===== src/sv/shifting_list_insert_delete_core_assert.svh =====
// ----------------------------------------------------------------------------
// shifting_list_insert_delete_core_assert
// Assertion macros shared by the list core.
// ----------------------------------------------------------------------------
`ifndef SHIFTING_LIST_INSERT_DELETE_CORE_ASSERT_SVH
`define SHIFTING_LIST_INSERT_DELETE_CORE_ASSERT_SVH

// Same-cycle implication, disabled during reset.
`define SLID_ASSERT_IMPL(label, clk, rst, ante, cons) \
  label: assert property (@(posedge clk) disable iff (rst) (ante) |-> (cons)) \
    else $error("list core assertion failed");

// Next-cycle implication, disabled during reset.
`define SLID_ASSERT_NEXT(label, clk, rst, ante, cons) \
  label: assert property (@(posedge clk) disable iff (rst) (ante) |=> (cons)) \
    else $error("list core assertion failed");

`endif


===== src/sv/slid_pkg.sv =====
// ----------------------------------------------------------------------------
// slid_pkg
// Types and constants shared by the shifting list core and its cells.
// ----------------------------------------------------------------------------
`default_nettype none

package slid_pkg;

  localparam int LIST_DEPTH = 64;
  localparam int IDX_W      = $clog2(LIST_DEPTH);
  localparam int CNT_W      = 7;    // count field, holds 0..LIST_DEPTH
  localparam int DATA_W     = 32;
  localparam int GROUP      = 8;    // cells per scan group
  localparam int NGROUPS    = (LIST_DEPTH + GROUP - 1) / GROUP;

  localparam logic [2:0] CMD_INS_END   = 3'd0;
  localparam logic [2:0] CMD_INS_FRONT = 3'd1;
  localparam logic [2:0] CMD_INS_POS   = 3'd2;
  localparam logic [2:0] CMD_DEL_FIRST = 3'd3;
  localparam logic [2:0] CMD_DEL_LAST  = 3'd4;
  localparam logic [2:0] CMD_DEL_VAL   = 3'd5;
  localparam logic [2:0] CMD_READ      = 3'd6;

  localparam logic [2:0] STATUS_OK        = 3'd0;
  localparam logic [2:0] STATUS_BAD_POS   = 3'd1;
  localparam logic [2:0] STATUS_FULL      = 3'd2;
  localparam logic [2:0] STATUS_EMPTY     = 3'd3;
  localparam logic [2:0] STATUS_NOT_FOUND = 3'd4;

  typedef enum logic [1:0] {
    ST_IDLE,
    ST_CMP,
    ST_SCAN,
    ST_APPLY
  } state_t;

  typedef enum logic [1:0] {
    CELL_HOLD,
    CELL_INSERT,
    CELL_DELETE
  } cell_op_t;

  // Broadcast to every cell of the row.
  typedef struct packed {
    cell_op_t            op;
    logic                use_found;  // delete point comes from the scan
    logic [CNT_W-1:0]    pivot;
    logic [DATA_W-1:0]   value;
    logic [CNT_W-1:0]    count;
    logic [CNT_W-1:0]    rd_pos;
  } cell_ctl_t;

endpackage

`default_nettype wire


===== src/sv/slid_cell.sv =====
// ----------------------------------------------------------------------------
// slid_cell
// One list entry: compares against the broadcast value, offers its entry for
// a read and takes its left or right neighbor on insert or delete.
// ----------------------------------------------------------------------------
`default_nettype none

module slid_cell (
  input  logic                       clk,
  input  slid_pkg::cell_ctl_t        ctl,
  input  logic [slid_pkg::IDX_W-1:0] idx,
  input  logic [slid_pkg::DATA_W-1:0] left_data,
  input  logic [slid_pkg::DATA_W-1:0] right_data,
  input  logic                       found_ge,
  output logic [slid_pkg::DATA_W-1:0] data,
  output logic                       match,
  output logic [slid_pkg::DATA_W-1:0] rd_part
);
  import slid_pkg::*;

  logic [CNT_W-1:0] idx_ext;
  logic             at_or_after;
  logic             after;
  logic             at;

  assign idx_ext     = CNT_W'(idx);
  assign at          = (idx_ext == ctl.pivot);
  assign after       = (idx_ext > ctl.pivot);
  assign at_or_after = ctl.use_found ? found_ge : (idx_ext >= ctl.pivot);

  always_ff @(posedge clk) begin
    match   <= (data == ctl.value) && (idx_ext < ctl.count);
    rd_part <= (idx_ext == ctl.rd_pos) ? data : '0;
    unique case (ctl.op)
      CELL_HOLD: ;
      CELL_INSERT: begin
        if (after) begin
          data <= left_data;
        end else if (at) begin
          data <= ctl.value;
        end
      end
      CELL_DELETE: begin
        if (at_or_after) begin
          data <= right_data;
        end
      end
      default: ;
    endcase
  end

endmodule

`default_nettype wire


===== config.mk =====
export PLATFORM = sky130hd
export DESIGN_NAME = slid_cell
export DESIGN_NICKNAME = d
export VERILOG_FILES = /design/src/sv/shifting_list_insert_delete_core_assert.svh /design/src/sv/slid_pkg.sv /design/src/sv/slid_cell.sv
export SDC_FILE = /design/constraint.sdc
export NUM_CORES = 1
export LEC_CHECK = 0
export BUFFER_PORTS_ARGS = -buffer_cell sky130_fd_sc_hd__buf_2
export CORE_UTILIZATION = 44
export CTS_CLUSTER_DIAMETER = 40
export DETAILED_ROUTE_END_ITERATION = 10
export PLACE_DENSITY = 0.88
export SLEW_MARGIN = 10
export SYNTH_ARGS = -nofsm -noshare
export SYNTH_HDL_FRONTEND = slang
export SYNTH_SLANG_ARGS = --single-unit

===== constraint.sdc =====
create_clock -name clk -period 4.2 [get_ports clk]
set_clock_uncertainty 0.15 [all_clocks]
set_input_delay 0.84 -clock clk [delete_from_list [all_inputs] [get_ports clk]]
set_output_delay 0.84 -clock clk [all_outputs]
set_load 0.1 [all_outputs]

==> results.sh <==
export IMPL_status="complete, no violations"
export IMPL_grt_use_total_pct=23.9
export IMPL_grt_pass1_wl_um=13700
export IMPL_final_common_cell="buf_2"
export IMPL_start_kind="primary input"
export IMPL_ys_types=30
export IMPL_die_y_um=88.2
export IMPL_worst_pin_slew_ns=1.06
export IMPL_first_iter_violations=106
export IMPL_irDropWorstVdd_mv=0.212
export IMPL_wl_per_cell_um=16.0
export IMPL_syn_area_per_cell_sq_um=11.8
export IMPL_p_seq_share_pct=41.7
export IMPL_postCtsSetupBuffers=0
export IMPL_hold_buffers=0
export IMPL_maxCapViolations=0
export IMPL_end_kind="register"
export IMPL_drive_gt1_share_pct=57.9
export IMPL_finalCritPeriodShare_pct=71.4
export IMPL_syn_area_sq_um=3270
export IMPL_r2r_start="data[31]"
export IMPL_vias_per_cell=4.94
export IMPL_cts_clk_slew_worst_paths_ns=0.07
export IMPL_fmax_ghz=0.334
export IMPL_finalMaxSlewViolations=0
export IMPL_fill_cells=621
export IMPL_clockPowerShare_pct=29.1
export IMPL_syn_nets=415
export IMPL_start_util_pct=45.3
export IMPL_seq_area_frac_synth_pct=49.6
export IMPL_hold_viol_final=0
export IMPL_p_leak_uw=0.00217
export IMPL_crit_type="primary input to register"
export IMPL_finalSetupViolCount=0
export IMPL_yosys_register_bits=65
export IMPL_h_tree_depth=3
export IMPL_fin_total_pwr_uw=1770
export IMPL_dp_hpwl_um=7220
export IMPL_hold_start="data[1]"
export IMPL_yosysWarnings=0
export IMPL_die_area_sq_um=7780
export IMPL_io_pins=193
export IMPL_p_int_uw=1140
export IMPL_fin_nets=609
export IMPL_cts_sinks=65
export IMPL_ant_nets=0
export IMPL_layout_common_cells="buf_2, xor2_1, nand2b_1, dfxtp_1, edfxtp_1"
export IMPL_critPathLaunch="ctl[47]"
export IMPL_power_density_nw_per_um2=390
export IMPL_cts_made_buffers=9
export IMPL_grt_max_degree=33
export IMPL_die_width_um=88.2
export IMPL_dr_pass1_iters=4
export IMPL_swShare_pct=35.4
export IMPL_fin_cells=574
export IMPL_p_sw_uw=626
export IMPL_wl_um=9190
export IMPL_worstHoldPathType="register to register"
export IMPL_grt_pass1_vias=2827
export IMPL_routabilityCongestion=0.938
export IMPL_root_buffer="clkbuf_8"
export IMPL_place_inst=558
export IMPL_numPortBuffers=192
export IMPL_grt_setup_unrepaired="no"
export IMPL_crit_arrival_ns=3.04
export IMPL_num_vias=2833
export IMPL_finalCoreUtilization_pct=62.9
export IMPL_antenna_found_initial=0
export IMPL_rows=31
export IMPL_synthesis_instances=276
export IMPL_insertion_delay_ns=0.33
export IMPL_crit_required_ns=4.24
export IMPL_cts_tree="built"
export IMPL_clockBufferDepth=2
export IMPL_overflow=0
export IMPL_drcViolationCount=0
export IMPL_min_period_ns=3.00
export IMPL_areaGrowthSynthToFinish_pct=38.9
export IMPL_antenna_cells=0
export IMPL_maxSlewHeadroom_pct=29.0
export IMPL_fin_setup_tns_ns=0
export IMPL_cp_max_fo=32
export IMPL_cts_resized=0
export IMPL_core_sq_um=7210
export IMPL_power_frac_comb_pct=29.2
-- per-layer routing --
layer	up-vias	wire length [um]	GRT usage, %	share of wire, %
li1	1386	-	-	-
met1	1301	3700	26.9	40
met2	130	4740	44.4	52
met3	16	622	5.18	6.8
met4	0	134	8.21	1.5
met5	-	0	0	0
-- final timing paths --
| path | to | slack [ns] | depth (start not counted) |
|---|---|---|---|
| worst max register to register | match | 2.56 | 4 |
| worst max-delay path | data[18] | 1.20 | 8 |
| worst min register to register | rd_part[1] | 0.38 | 1 |
| worst min-delay path | rd_part[1] | 0.38 | 1 |
-- critical path, cell delays in order --
cell and delay [ns]:
buf_2 0.08, inv_1 0.04, ha_1 0.31, nor2b_1 0.13
o21ai_0 0.20, a21o_1 0.22, a21o_1 0.84, o221a_2 0.36
-- per-stage QoR --
stage               hold slack [ns]  instance area [sq um]  worst slack, ns
global route                  0.405                   4540             1.03
finish                        0.382                   4540             1.20
CTS                           0.388                   4540             1.21
floorplan                     0.901                   3270            0.377
global placement              0.364                   4340            0.950
detailed placement            0.371                   4340            0.858
-- kinds of logic (layout without fill, tap and decap cells) --
logic type	count (synthesis)	count (layout)	share of synthesized area [%]
AOI/OAI and AO/OA	47	47	14.1
and+or+nand+nor	90	90	18.7
xor gates and xnor gates	38	38	10.2
adders and majority gates	11	11	4.21
buffers and inverters	25	224	3.22
DFF	65	65	49.6
-- synthesized netlist by cell type (all sizes together) --
cell     n  area (sq um)
a31oi    2          18.8
nand2    1          3.75
a21o     5          37.5
nand4    2          12.5
ha      11           138
o22ai    2          12.5
inv     13          48.8
o221a   32           360
buf      6          30.0
dfxtp   33           661
or4      1          11.3
nor4     9          71.3
nand2b  34           213
nand4b   2          17.5
nand3    1          5.00
edfxtp  32           961
clkbuf   6          26.3
a21oi    3          15.0
xor2    38           333
and2    32           235
nor2b    2          12.5
o21ai    3          15.0
nor3     2          10.0
or2      2          12.5
nor2     2          7.51
-- state kept, by name (all words and copies together) (netlist names) --
signal	count
data	32
match	1
rd_part	32
-- area by class of cell --
type / count / area, sq um / area share, %
multi-input cells: 186 / 1570 / 34.5
inverters: 13 / 48.8 / 1.08
repair buffers: 195 / 983 / 21.7
clock buffers: 14 / 184 / 4.05
clock inverters: 2 / 10.0 / 0.221
flip-flops and latches: 65 / 1620 / 35.7
well taps: 99 / 124 / 2.73
-- power by group through the flow --
stage          Sequential [uW]  Clock [uW]  Combinational, uW
4_1_cts                    739         520                517
5_1_grt                    742         549                542
3_5_place_dp               753           0                516
3_3_place_gp               751           0                505
6_report                   738         514                515
2_1_floorplan              984           0                140
Power figures use the tool's default switching activity.
